===== src/lbs_pkg.sv =====
// Shared constants and types for the letterbox nearest-neighbor scaler address block.
// Used by lbs_geom and by letterbox_nearest_scaler_address. It has no dependencies.
`timescale 1ns / 1ps
`default_nettype none

package lbs_pkg;

	localparam int LEN_BITS      = 24;
	localparam int CFG_DATA_BITS = 24;
	localparam int CFG_IDX_BITS  = 3;
	localparam int TARGET_RESET  = 240;

	localparam logic [CFG_IDX_BITS-1:0] REG_SRC_WIDTH    = 3'd0;
	localparam logic [CFG_IDX_BITS-1:0] REG_SRC_HEIGHT   = 3'd1;
	localparam logic [CFG_IDX_BITS-1:0] REG_SRC_STRIDE   = 3'd2;
	localparam logic [CFG_IDX_BITS-1:0] REG_FRAME_LENGTH = 3'd3;
	localparam logic [CFG_IDX_BITS-1:0] REG_TARGET_SIZE  = 3'd4;

	typedef enum logic [4:0] {
		GEO_IDLE = 5'b00001,
		GEO_PREP = 5'b00010,
		GEO_CHK  = 5'b00100,
		GEO_DIVW = 5'b01000,
		GEO_DIVH = 5'b10000
	} geo_state_t;

endpackage

`default_nettype wire


===== src/lbs_geom.sv =====
// Geometry unit: derives validity, effective stride, scaled size and centering offsets
// from the configuration with one shared iterative divider. Depends on lbs_pkg.
`timescale 1ns / 1ps
`default_nettype none

module lbs_geom #(
	parameter int COORD_BITS  = 12,
	parameter int CANVAS_BITS = 10
) (
	input  wire logic                         clk,
	input  wire logic                         arst_n,
	input  wire logic                         restart,
	input  wire logic [COORD_BITS-1:0]        width,
	input  wire logic [COORD_BITS-1:0]        height,
	input  wire logic [COORD_BITS-1:0]        stride_raw,
	input  wire logic [lbs_pkg::LEN_BITS-1:0] frame_len,
	input  wire logic [CANVAS_BITS-1:0]       target,
	output logic                              busy,
	output logic                              ok,
	output logic [COORD_BITS-1:0]             stride,
	output logic [CANVAS_BITS-1:0]            sw,
	output logic [CANVAS_BITS-1:0]            sh,
	output logic [CANVAS_BITS-1:0]            xo,
	output logic [CANVAS_BITS-1:0]            yo
);

	localparam int NW = COORD_BITS + CANVAS_BITS;
	localparam int CW = $clog2(NW + 1);
	localparam int PW = 2 * COORD_BITS;
	localparam int CMPW = (PW > lbs_pkg::LEN_BITS) ? PW : lbs_pkg::LEN_BITS;

	lbs_pkg::geo_state_t state_q;
	logic [COORD_BITS-1:0]  stride_q;
	logic [NW-1:0]          wt_q, ht_q;
	logic [NW-1:0]          num_q;
	logic [COORD_BITS-1:0]  rem_q;
	logic [COORD_BITS-1:0]  den_q;
	logic [CW-1:0]          cnt_q;
	logic                   ok_q;
	logic [CANVAS_BITS-1:0] sw_q, sh_q, xo_q, yo_q;

	logic [COORD_BITS:0]    trial;
	logic                   ge;
	logic [NW-1:0]          num_next;
	logic [PW-1:0]          need;
	logic                   last_step;
	logic [CANVAS_BITS-1:0] clamp_q;
	logic [CANVAS_BITS-1:0] half_gap;

	assign trial     = {rem_q, num_q[NW-1]};
	assign ge        = trial >= {1'b0, den_q};
	assign num_next  = {num_q[NW-2:0], ge};
	assign need      = stride_q * height;
	assign last_step = cnt_q == CW'(NW - 1);

	// Quotient clamped to the canvas side and kept at one pixel or more.
	always_comb begin
		if (num_next >= NW'(target)) begin
			clamp_q = target;
		end else if (num_next == '0) begin
			clamp_q = CANVAS_BITS'(1);
		end else begin
			clamp_q = num_next[CANVAS_BITS-1:0];
		end
		half_gap = (target - clamp_q) >> 1;
	end

	always_ff @(posedge clk or negedge arst_n) begin
		if (!arst_n) begin
			state_q <= lbs_pkg::GEO_PREP;
			cnt_q   <= '0;
		end else if (restart) begin
			state_q <= lbs_pkg::GEO_PREP;
			cnt_q   <= '0;
		end else begin
			unique case (state_q)
				lbs_pkg::GEO_IDLE: begin
					state_q <= lbs_pkg::GEO_IDLE;
				end
				lbs_pkg::GEO_PREP: begin
					state_q <= lbs_pkg::GEO_CHK;
				end
				lbs_pkg::GEO_CHK: begin
					state_q <= lbs_pkg::GEO_DIVW;
					cnt_q   <= '0;
				end
				lbs_pkg::GEO_DIVW: begin
					cnt_q <= last_step ? '0 : cnt_q + CW'(1);
					if (last_step) begin
						state_q <= lbs_pkg::GEO_DIVH;
					end
				end
				lbs_pkg::GEO_DIVH: begin
					cnt_q <= last_step ? '0 : cnt_q + CW'(1);
					if (last_step) begin
						state_q <= lbs_pkg::GEO_IDLE;
					end
				end
				default: begin
					state_q <= lbs_pkg::GEO_PREP;
				end
			endcase
		end
	end

	always_ff @(posedge clk) begin
		unique case (state_q)
			lbs_pkg::GEO_PREP: begin
				stride_q <= (stride_raw == '0) ? width : stride_raw;
				wt_q     <= NW'(width * target);
				ht_q     <= NW'(height * target);
			end
			lbs_pkg::GEO_CHK: begin
				ok_q  <= (width != '0) && (height != '0) && (stride_q >= width) &&
				         (CMPW'(frame_len) >= CMPW'(need));
				num_q <= wt_q;
				den_q <= height;
				rem_q <= '0;
			end
			lbs_pkg::GEO_DIVW: begin
				if (last_step) begin
					sw_q  <= clamp_q;
					xo_q  <= half_gap;
					num_q <= ht_q;
					den_q <= width;
					rem_q <= '0;
				end else begin
					rem_q <= ge ? COORD_BITS'(trial - {1'b0, den_q}) : trial[COORD_BITS-1:0];
					num_q <= num_next;
				end
			end
			lbs_pkg::GEO_DIVH: begin
				rem_q <= ge ? COORD_BITS'(trial - {1'b0, den_q}) : trial[COORD_BITS-1:0];
				num_q <= num_next;
				if (last_step) begin
					sh_q <= clamp_q;
					yo_q <= half_gap;
				end
			end
			default: begin
				ok_q <= ok_q;
			end
		endcase
	end

	assign busy   = state_q != lbs_pkg::GEO_IDLE;
	assign ok     = ok_q;
	assign stride = stride_q;
	assign sw     = sw_q;
	assign sh     = sh_q;
	assign xo     = xo_q;
	assign yo     = yo_q;

endmodule

`default_nettype wire


===== src/letterbox_nearest_scaler_address.sv =====
// Top level of the letterbox nearest-neighbor scaler address block: configuration registers
// and the per-item pipeline. Depends on lbs_pkg and lbs_geom.
//
//   channel  | handshake           | payload
//   ---------+---------------------+--------------------------------------
//   cfg      | cfg_we              | cfg_index, cfg_data
//   in       | in_valid, in_ready  | canvas_x, canvas_y
//   out      | out_valid, out_ready| frame_ok, in_image, src_index
//
// One item per cycle is accepted while the geometry unit is idle and no output stall backs up
// to stage 1. The pipelined divider spends one stage on each source coordinate bit.
// After reset and after every configuration write, in_ready stays low while the geometry
// unit recomputes the scaled size. A stall on the output fills bubbles first and then holds
// every stage in place.
`timescale 1ns / 1ps
`default_nettype none

module letterbox_nearest_scaler_address #(
	parameter int COORD_BITS  = 12,
	parameter int CANVAS_BITS = 10
) (
	input  wire logic                              clk,
	input  wire logic                              arst_n,
	input  wire logic                              cfg_we,
	input  wire logic [lbs_pkg::CFG_IDX_BITS-1:0]  cfg_index,
	input  wire logic [lbs_pkg::CFG_DATA_BITS-1:0] cfg_data,
	input  wire logic                              in_valid,
	output logic                                   in_ready,
	input  wire logic [CANVAS_BITS-1:0]            canvas_x,
	input  wire logic [CANVAS_BITS-1:0]            canvas_y,
	output logic                                   out_valid,
	input  wire logic                              out_ready,
	output logic                                   frame_ok,
	output logic                                   in_image,
	output logic [lbs_pkg::LEN_BITS-1:0]           src_index
);

	localparam int CO   = COORD_BITS;
	localparam int CB   = CANVAS_BITS;
	localparam int NW   = CO + CB;
	localparam int LB   = lbs_pkg::LEN_BITS;
	localparam int PW   = 2 * CO;
	localparam int SUMW = (PW > LB) ? PW : LB;

	// Configuration registers.
	logic [CO-1:0] width_q, height_q, stride_raw_q;
	logic [LB-1:0] frame_len_q;
	logic [CB-1:0] target_q;

	always_ff @(posedge clk or negedge arst_n) begin
		if (!arst_n) begin
			width_q      <= '0;
			height_q     <= '0;
			stride_raw_q <= '0;
			frame_len_q  <= '0;
			target_q     <= CB'(lbs_pkg::TARGET_RESET);
		end else if (cfg_we) begin
			unique case (cfg_index)
				lbs_pkg::REG_SRC_WIDTH:    width_q      <= cfg_data[CO-1:0];
				lbs_pkg::REG_SRC_HEIGHT:   height_q     <= cfg_data[CO-1:0];
				lbs_pkg::REG_SRC_STRIDE:   stride_raw_q <= cfg_data[CO-1:0];
				lbs_pkg::REG_FRAME_LENGTH: frame_len_q  <= cfg_data[LB-1:0];
				lbs_pkg::REG_TARGET_SIZE:  target_q     <= cfg_data[CB-1:0];
				default: begin
					width_q <= width_q;
				end
			endcase
		end
	end

	logic          geo_busy, geo_ok;
	logic [CO-1:0] geo_stride;
	logic [CB-1:0] geo_sw, geo_sh, geo_xo, geo_yo;

	lbs_geom #(
		.COORD_BITS (CO),
		.CANVAS_BITS(CB)
	) u_geom (
		.clk       (clk),
		.arst_n    (arst_n),
		.restart   (cfg_we),
		.width     (width_q),
		.height    (height_q),
		.stride_raw(stride_raw_q),
		.frame_len (frame_len_q),
		.target    (target_q),
		.busy      (geo_busy),
		.ok        (geo_ok),
		.stride    (geo_stride),
		.sw        (geo_sw),
		.sh        (geo_sh),
		.xo        (geo_xo),
		.yo        (geo_yo)
	);

	// Stage enables ripple back from the output so bubbles are squeezed out.
	logic          en1, en2, en3, en4;
	logic [CO-1:0] en_d;
	logic          v1_s1, v2_s2, v3_s3, v4_s4;
	logic [CO-1:0] v_d;

	assign en4      = !v4_s4 || out_ready;
	assign en3      = !v3_s3 || en4;
	assign en2      = !v2_s2 || en_d[0];
	assign en1      = !v1_s1 || en2;
	assign in_ready = en1 && !geo_busy;

	// Stage 1: canvas window test and offset removal.
	logic          ok_s1, in_s1;
	logic [CB-1:0] x_s1, y_s1;
	logic          hit;

	always_comb begin
		hit = geo_ok && (canvas_x < target_q) && (canvas_y < target_q) &&
		      (canvas_x >= geo_xo) && (canvas_y >= geo_yo) &&
		      ({1'b0, canvas_x} < ({1'b0, geo_xo} + {1'b0, geo_sw})) &&
		      ({1'b0, canvas_y} < ({1'b0, geo_yo} + {1'b0, geo_sh}));
	end

	always_ff @(posedge clk or negedge arst_n) begin
		if (!arst_n) begin
			v1_s1 <= 1'b0;
		end else if (en1) begin
			v1_s1 <= in_valid && in_ready;
		end
	end

	always_ff @(posedge clk) begin
		if (en1) begin
			ok_s1 <= geo_ok;
			in_s1 <= hit;
			x_s1  <= canvas_x - geo_xo;
			y_s1  <= canvas_y - geo_yo;
		end
	end

	// Stage 2: scale the image offsets by the source size.
	logic          ok_s2, in_s2;
	logic [NW-1:0] nx_s2, ny_s2;

	always_ff @(posedge clk or negedge arst_n) begin
		if (!arst_n) begin
			v2_s2 <= 1'b0;
		end else if (en2) begin
			v2_s2 <= v1_s1;
		end
	end

	always_ff @(posedge clk) begin
		if (en2) begin
			ok_s2 <= ok_s1;
			in_s2 <= in_s1;
			nx_s2 <= NW'(x_s1 * width_q);
			ny_s2 <= NW'(y_s1 * height_q);
		end
	end

	// Divider stages: one quotient bit per stage. The quotient is below the source size,
	// so the upper numerator bits start out below the divisor.
	logic [CB-1:0] rx_d [CO];
	logic [CB-1:0] ry_d [CO];
	logic [CO-1:0] lx_d [CO];
	logic [CO-1:0] ly_d [CO];
	logic [CO-1:0] qx_d [CO];
	logic [CO-1:0] qy_d [CO];
	logic [CO-1:0] ok_d, in_d;

	for (genvar k = 0; k < CO; k++) begin : g_div
		logic [CB-1:0] rx_in, ry_in;
		logic [CO-1:0] lx_in, ly_in, qx_in, qy_in;
		logic          ok_in, in_in, v_in;
		logic [CB:0]   tx, ty;
		logic          gx, gy;

		if (k == 0) begin : g_first
			assign rx_in = nx_s2[NW-1:CO];
			assign ry_in = ny_s2[NW-1:CO];
			assign lx_in = nx_s2[CO-1:0];
			assign ly_in = ny_s2[CO-1:0];
			assign qx_in = '0;
			assign qy_in = '0;
			assign ok_in = ok_s2;
			assign in_in = in_s2;
			assign v_in  = v2_s2;
		end else begin : g_next
			assign rx_in = rx_d[k-1];
			assign ry_in = ry_d[k-1];
			assign lx_in = lx_d[k-1];
			assign ly_in = ly_d[k-1];
			assign qx_in = qx_d[k-1];
			assign qy_in = qy_d[k-1];
			assign ok_in = ok_d[k-1];
			assign in_in = in_d[k-1];
			assign v_in  = v_d[k-1];
		end

		if (k == CO - 1) begin : g_en_last
			assign en_d[k] = !v_d[k] || en3;
		end else begin : g_en_mid
			assign en_d[k] = !v_d[k] || en_d[k+1];
		end

		assign tx = {rx_in, lx_in[CO-1]};
		assign ty = {ry_in, ly_in[CO-1]};
		assign gx = tx >= {1'b0, geo_sw};
		assign gy = ty >= {1'b0, geo_sh};

		always_ff @(posedge clk or negedge arst_n) begin
			if (!arst_n) begin
				v_d[k] <= 1'b0;
			end else if (en_d[k]) begin
				v_d[k] <= v_in;
			end
		end

		always_ff @(posedge clk) begin
			if (en_d[k]) begin
				rx_d[k] <= gx ? CB'(tx - {1'b0, geo_sw}) : tx[CB-1:0];
				ry_d[k] <= gy ? CB'(ty - {1'b0, geo_sh}) : ty[CB-1:0];
				lx_d[k] <= lx_in << 1;
				ly_d[k] <= ly_in << 1;
				qx_d[k] <= {qx_in[CO-2:0], gx};
				qy_d[k] <= {qy_in[CO-2:0], gy};
				ok_d[k] <= ok_in;
				in_d[k] <= in_in;
			end
		end
	end

	// Stage 3: row offset, the clamped source row times the stride.
	logic          ok_s3, in_s3;
	logic [PW-1:0] prod_s3;
	logic [CO-1:0] sx_s3;
	logic [CO-1:0] qx_fin, qy_fin, sx_c, sy_c;

	assign qx_fin = qx_d[CO-1];
	assign qy_fin = qy_d[CO-1];
	assign sx_c   = (qx_fin > width_q - CO'(1)) ? width_q - CO'(1) : qx_fin;
	assign sy_c   = (qy_fin > height_q - CO'(1)) ? height_q - CO'(1) : qy_fin;

	always_ff @(posedge clk or negedge arst_n) begin
		if (!arst_n) begin
			v3_s3 <= 1'b0;
		end else if (en3) begin
			v3_s3 <= v_d[CO-1];
		end
	end

	always_ff @(posedge clk) begin
		if (en3) begin
			ok_s3   <= ok_d[CO-1];
			in_s3   <= in_d[CO-1];
			prod_s3 <= sy_c * geo_stride;
			sx_s3   <= sx_c;
		end
	end

	// Stage 4: output register for row offset plus column, or zero outside the image.
	logic          ok_s4, in_s4;
	logic [LB-1:0] idx_s4;
	logic [SUMW-1:0] sum;

	assign sum = SUMW'(prod_s3) + SUMW'(sx_s3);

	always_ff @(posedge clk or negedge arst_n) begin
		if (!arst_n) begin
			v4_s4 <= 1'b0;
		end else if (en4) begin
			v4_s4 <= v3_s3;
		end
	end

	always_ff @(posedge clk) begin
		if (en4) begin
			ok_s4  <= ok_s3;
			in_s4  <= in_s3;
			idx_s4 <= in_s3 ? sum[LB-1:0] : '0;
		end
	end

	assign out_valid = v4_s4;
	assign frame_ok  = ok_s4;
	assign in_image  = in_s4;
	assign src_index = idx_s4;

endmodule

`default_nettype wire

===== config.mk =====
export PLATFORM = sky130hd
export DESIGN_NAME = letterbox_nearest_scaler_address
export DESIGN_NICKNAME = d
export VERILOG_FILES = /design/src/lbs_pkg.sv /design/src/lbs_geom.sv /design/src/letterbox_nearest_scaler_address.sv
export SDC_FILE = /design/constraint.sdc
export NUM_CORES = 2
export LEC_CHECK = 0
export ABC_CLOCK_PERIOD_IN_PS = 7600
export BUFFER_PORTS_ARGS = -buffer_cell sky130_fd_sc_hd__buf_4
export CELL_PAD_IN_SITES_DETAIL_PLACEMENT = 1
export CELL_PAD_IN_SITES_GLOBAL_PLACEMENT = 2
export CORE_MARGIN = 3
export CORE_UTILIZATION = 40
export CTS_CLUSTER_DIAMETER = 80
export CTS_CLUSTER_SIZE = 14
export DETAILED_ROUTE_END_ITERATION = 8
export PLACE_DENSITY = 0.77
export RECOVER_POWER = 100
export SLEW_MARGIN = 20
export SYNTH_ARGS = -nofsm -noshare
export SYNTH_HDL_FRONTEND = slang
export SYNTH_SLANG_ARGS = --single-unit

===== constraint.sdc =====
create_clock -name clk -period 7.6 [get_ports clk]
set_clock_uncertainty 0.15 [all_clocks]
set_input_delay 0 -clock clk [delete_from_list [all_inputs] [get_ports clk]]
set_output_delay 0 -clock clk [all_outputs]
set_load 0.1 [all_outputs]

# Yosys cells after proc, flatten, opt, wreduce, memory -nomap -nowiden
# Memories as Yosys holds them, arrays and structs flattened.
# Index checks and enable logic that the tools add are counted.
[classes]
n_addsub = 34
mul = 6
magnitude_cmp = 36
eq_ne = 14
muxes = 67
n_reduce_logical = 62
[op_table]
columns = ["cell", "n"]
rows = [
  ["11-bit by 10-bit greater-or-equal comparator with 1-bit output", 24],
  ["10-bit 2-to-1 mux", 26],
  ["10-bit subtractor", 25],
  ["12-bit 2-to-1 mux", 6],
  ["22-bit case mux with 3 select lines", 1],
  ["12-bit by 12-bit multiplier with 24-bit output", 2],
  ["10-bit by 12-bit multiplier with 22-bit output", 2],
  ["12-bit by 10-bit multiplier with 22-bit output", 2],
  ["12-bit case mux with 3 select lines", 1],
  ["5-bit 2-to-1 mux", 5],
  ["5-bit case mux with 5 select lines", 1],
  ["24-bit by 12-bit adder with 24-bit output", 1],
  ["24-bit greater-or-equal comparator", 1],
  ["12-bit greater-than comparator", 2],
  ["1-bit 2-to-1 mux", 24],
  ["12-bit case mux with 2 select lines", 1],
  ["12-bit nonzero test", 2],
  ["12-bit by 1-bit subtractor with 12-bit output (second input constant)", 2],
  ["9-bit by 10-bit adder with 11-bit output", 2],
  ["22-bit by 10-bit greater-or-equal comparator with 1-bit output", 1],
  ["22-bit zero test", 1],
  ["10-bit by 11-bit < comparator with 1-bit output", 2],
  ["22-bit 2-to-1 mux", 1],
  ["10-bit by 9-bit greater-or-equal comparator with 1-bit output", 2],
  ["27 further kinds", 82],
]
[totals]
regBits = 393
mem_bits_rw = 792
input_bits = 52
n_memories = 6
[memory_table]
columns = ["memory", "words", "word_bits", "read_ports", "rd_ports_with_merged_regs", "write_ports", "line", "rtl"]
rows = [
  ["qx_d", 12, 12, 12, 0, 12, "letterbox_nearest_scaler_address.sv:164", "logic [CO-1:0] qx_d [CO];"],
  ["qy_d", 12, 12, 12, 0, 12, "letterbox_nearest_scaler_address.sv:165", "logic [CO-1:0] qy_d [CO];"],
  ["lx_d", 12, 11, 11, 0, 12, "letterbox_nearest_scaler_address.sv:162", "logic [CO-1:0] lx_d [CO];"],
  ["ly_d", 12, 11, 11, 0, 12, "letterbox_nearest_scaler_address.sv:163", "logic [CO-1:0] ly_d [CO];"],
  ["rx_d", 12, 10, 11, 0, 12, "letterbox_nearest_scaler_address.sv:160", "logic [CB-1:0] rx_d [CO];"],
  ["ry_d", 12, 10, 11, 0, 12, "letterbox_nearest_scaler_address.sv:161", "logic [CB-1:0] ry_d [CO];"],
]

# Logic depth before layout (Yosys ltp)
[depth]
ltp_word = 19
depth_mapped = 38

# By module
# Synthesis repeated with hierarchy kept, for this count alone.
[unflattened]
hier_cells = 6445
hier_area_um2 = 71412.2
[by_module_without_submodules]
columns = ["module", "instances", "cells_each", "area_each_um2", "seq_area_each_um2"]
rows = [
  ["letterbox_nearest_scaler_address", 1, 4349, 51321.7, 22096.2],
  ["lbs_geom", 1, 2096, 20090.5, 4485.6],
]

# Worst setup path before layout
# Ideal clock, no wire load.
[synth_timing]
path_type = "register to register"
start = "register height_q[0]"
end = "register prod_s3[23] (data pin)"
arrival_time_ps = 7939
required_ps = 7191
slack_ps = -748
stages_incl_launch_ff = 35
n_path_buf = 4
period_less_slack_ps = 8348
path_cell_list = "dfrtp_1 > clkbuf_1 > inv_1 > clkbuf_1 > ha_1 > nand2_1 > or3_1 > xor2_1 > ha_1 > a21o_1 > a21oi_1 > nor2_1 > a2111oi_2 > nor2_1 > buf_2 > mux2_1 > buf_2 > and2_1 > fa_1 > fa_1 > fa_1 > fa_1 > inv_1 > fa_1 > inv_1 > ha_1 > a21o_1 > a21oi_1 > o21ai_0 > a311oi_1 > nor3_1 > and4_1 > a2111oi_4 > a21oi_1 > xnor2_1"
[synth_via]
elab_chain_cells = 4
[synth_lines]
columns = ["item", "line", "rtl"]
rows = [
  ["start: declaration", "letterbox_nearest_scaler_address.sv:46", "logic [CO-1:0] width_q, height_q, stride_raw_q;"],
  ["start signal: assignment", "letterbox_nearest_scaler_address.sv:60", "lbs_pkg::REG_SRC_HEIGHT: height_q <= cfg_data[CO-1:0];"],
  ["12-bit by 1-bit subtractor with 12-bit output (*)", "letterbox_nearest_scaler_address.sv:239", "assign sy_c = (qy_fin > height_q - CO'(1)) ? height_q - CO'(1) : qy_fin;"],
  ["12-bit greater-than comparator", "letterbox_nearest_scaler_address.sv:239", ""],
  ["12-bit 2-to-1 mux (*)", "letterbox_nearest_scaler_address.sv:239", ""],
  ["12-bit by 12-bit multiplier with 24-bit output (*)", "letterbox_nearest_scaler_address.sv:253", "prod_s3 <= sy_c * geo_stride;"],
  ["end signal: assignment", "letterbox_nearest_scaler_address.sv:253", ""],
  ["end: declaration", "letterbox_nearest_scaler_address.sv:232", "logic [PW-1:0] prod_s3;"],
]
# Mark *: on every way between the ends. The rest lies on a longest branch, timed or not.
# A chain may end at the register's enable or synchronous reset.

# Worst setup path in the final report
[layout_timing]
start = "register height_q[6]"
end = "register prod_s3[22] (data pin)"
# The elaborated chain is that of the path after synthesis.

==> qor.csv <==
metric,value,unit
critPathMostFrequentCell,fa_1,
end_kind,register,
antenna_left,0,
io_pins,80,
arrival,8.08,ns
post-place-ws,-0.4030,ns
grt_pass1_wl,309.5,mm
violations,"max-capacitance violations, max-slew violations, negative setup slack",
first_iter_violations,2605,
path_class,reg2reg,
clock_latency,0.70,ns
yosysUniqueCellTypes,80,
grt-ovfl-total,0,
cts_tree,built,
clock_tree.root_cell,clkbuf_16,
fin_hold_ws,0.05001,ns
ys_warn_count,0,
setup_violations,4,
rows,154,
port_buffers,79,
ys_dominant_reg_cell,edfxtp_1,
max_stage_delay,0.60,ns
status,finished with violations,
clock.fmax,128.5,MHz
fillers,19120,
dieHeight,427.5,um
fin_util,45.16,%
grt.total_usage,21.72,%
dp_hpwl,148.1,mm
cp_max_fo,5,
vias_per_cell,5.321,
setup_ws,-0.1813,ns
core_area,0.1763,mm^2
initial_utilization,40.31,%
die_w,427.5,um
hold_class,in2reg,
clk_pin_slew,0.07,ns
async_reset_ff_share,10.65,%
netlist_instances,6485,
worstPathRequired,7.90,ns
routed_wl,195.6,mm
via_count,48955,
cts-buffers-inserted,86,
layout-drive-gt1-share,9.693,%
synth_area,0.07108,mm^2
worst_pin_slew,3.394,ns
clk_path_buf_depth,3,
cts_sinks,901,
critPathLaunchType,register,
die-area,0.1828,mm^2
drv_cap,25,
wl_per_cell,21.26,um
crit_slowest_cell,or4_4,
seq_area_frac_synth,37.40,%
grt_max_degree,60,
final_cell_mix,"inv_1 (842), edfxtp_1 (805), ha_1 (762)",
syn_nets,7849,
htreeDepth,3,
ys_seq_elements,901,
drcViolationCount,0,
finalHoldViolCount,0,
rsz0062_at_grt,yes,
final_common_cell,inv_1,
dr.pass1.iters,6,
synth_edf_count,805,
finalWorstPathRequiredPeriod,7.781,ns
area_growth,12.02,%
slew_headroom,-126.3,%
grt_pass1_vias,54054,
antenna_found_initial,15,
place_congestion,0.8508,
finalCritPeriodShare,102.4,%
slew_violations,852,
synth_area_per_cell,10.96,um^2
layout.nets,8150,
path summary, 6_finish.rpt:
kind                              start                to  slack [ns]  depth (start not counted)
setup / recovery            height_q[6]       prod_s3[22]       -0.18                         30
hold / removal             cfg_data[11]  stride_raw_q[11]        0.05                          3
setup reg to reg            height_q[6]       prod_s3[22]       -0.18                         30
hold reg to reg              qx_d[6][2]        qx_d[7][3]        0.25                          0
max in group asynchronous        arst_n       target_q[3]        3.72                          4
min in group asynchronous        arst_n       height_q[9]        1.41                          4
what timing repair did:
item / CTS / global route
setup buffers: 10 / 8
resized for setup: 41 / 39
endpoints found under the setup margin: 7 / 10
pin swaps: 40 / 23
hold buffers: 118 / 0
endpoints found under the hold margin: 194 / 0
state kept, by name (all words and copies together) (netlist names), 22 cells and up:
name	cells
frame_len_q	24
lx_d	66
ly_d	66
nx_s2	22
ny_s2	22
prod_s3	24
qx_d	78
qy_d	78
rx_d	110
ry_d	110
src_index	24
u_geom.ht_q	22
u_geom.num_q	22
u_geom.wt_q	22
metal layers:
metal / routed length, um / up-vias / global-route usage (%) / part of all wire [%]
li1: - / 22780 / - / -
met1: 85020 / 25128 / 28.06 / 43
met2: 97870 / 791 / 38.48 / 50
met3: 7153 / 256 / 2.598 / 3.7
met4: 5554 / 0 / 5.758 / 2.8
met5: 0 / - / 0 / 0
critical path: cells and delay by family, from the launching register on:
| family | cells | cell delay, ns |
|---|---|---|
| compound gates | 5 | 0.90 |
| xor+xnor | 2 | 0.36 |
| fa+ha+maj | 7 | 2.99 |
| buf+inv | 7 | 0.73 |
| flops | 1 | 0.38 |
| mux | 1 | 0.32 |
| simple gates | 8 | 1.71 |
synthesized netlist by cell type, drive strengths merged, types with 12 or more instances:
library cell	n	area share (%)
buf	43	0.29
a221oi	25	0.31
clkbuf	158	0.83
xnor2	232	2.9
o21ai	217	1.5
a311o	16	0.23
and2	275	2.4
nand3	62	0.44
ha	771	14
fa	541	15
o21bai	24	0.25
nor2	283	1.5
edfxtp	805	34
a21oi	227	1.6
nand4	70	0.62
and3	14	0.12
or2	12	0.11
xor2	91	1.1
a41oi	20	0.25
a211oi	19	0.21
or3	13	0.11
nor3	72	0.51
o211ai	22	0.23
nand2	677	3.6
inv	850	4.5
mux2	199	3.2
mux2i	55	0.77
nand2b	75	0.66
a21boi	31	0.33
nor2b	102	0.90
o21a	42	0.44
a222oi	21	0.30
a21o	158	1.7
o211a	20	0.28
nor4	17	0.15
dfrtp	91	3.2
o31ai	16	0.17
metrics by stage:
stage	instances	area, um^2	TNS (ns)
after floorplan	6485	71290	-0.07162
after global placement	8906	75540	-1.111
after detailed placement	8906	75540	-1.833
after CTS	9186	79710	-0.4461
after global routing	9195	79610	-2.697
final	9200	79620	-0.6415
logic make-up (layout without fill, tap and decap cells):
logic type,count (synthesis),after routing,synth area share [%]
and+or+nand+nor,1704,1704,11.48
adders and majority gates,1312,1312,28.81
buffers and inverters,1057,1422,5.649
AOI/OAI and AO/OA,934,934,8.756
DFF,901,901,37.40
xor gates and xnor gates,323,323,3.980
muxes,254,254,3.927
other,0,10,0
final cells by class:
cell class / count / area (um^2) / share of cell area [%]
repair buffers: 414 / 3238 / 4.067
flip-flops and latches: 901 / 26580 / 33.39
diodes: 10 / 25.02 / 0.03143
inverters: 856 / 3214 / 4.037
multi-input cells: 4527 / 40900 / 51.36
clock buffers: 116 / 2317 / 2.910
clock inverters: 36 / 415.4 / 0.5217
well taps: 2340 / 2928 / 3.677
Power is not shown: default switching activity piles up to over one toggle a cycle in this logic, so the estimate is an artifact.
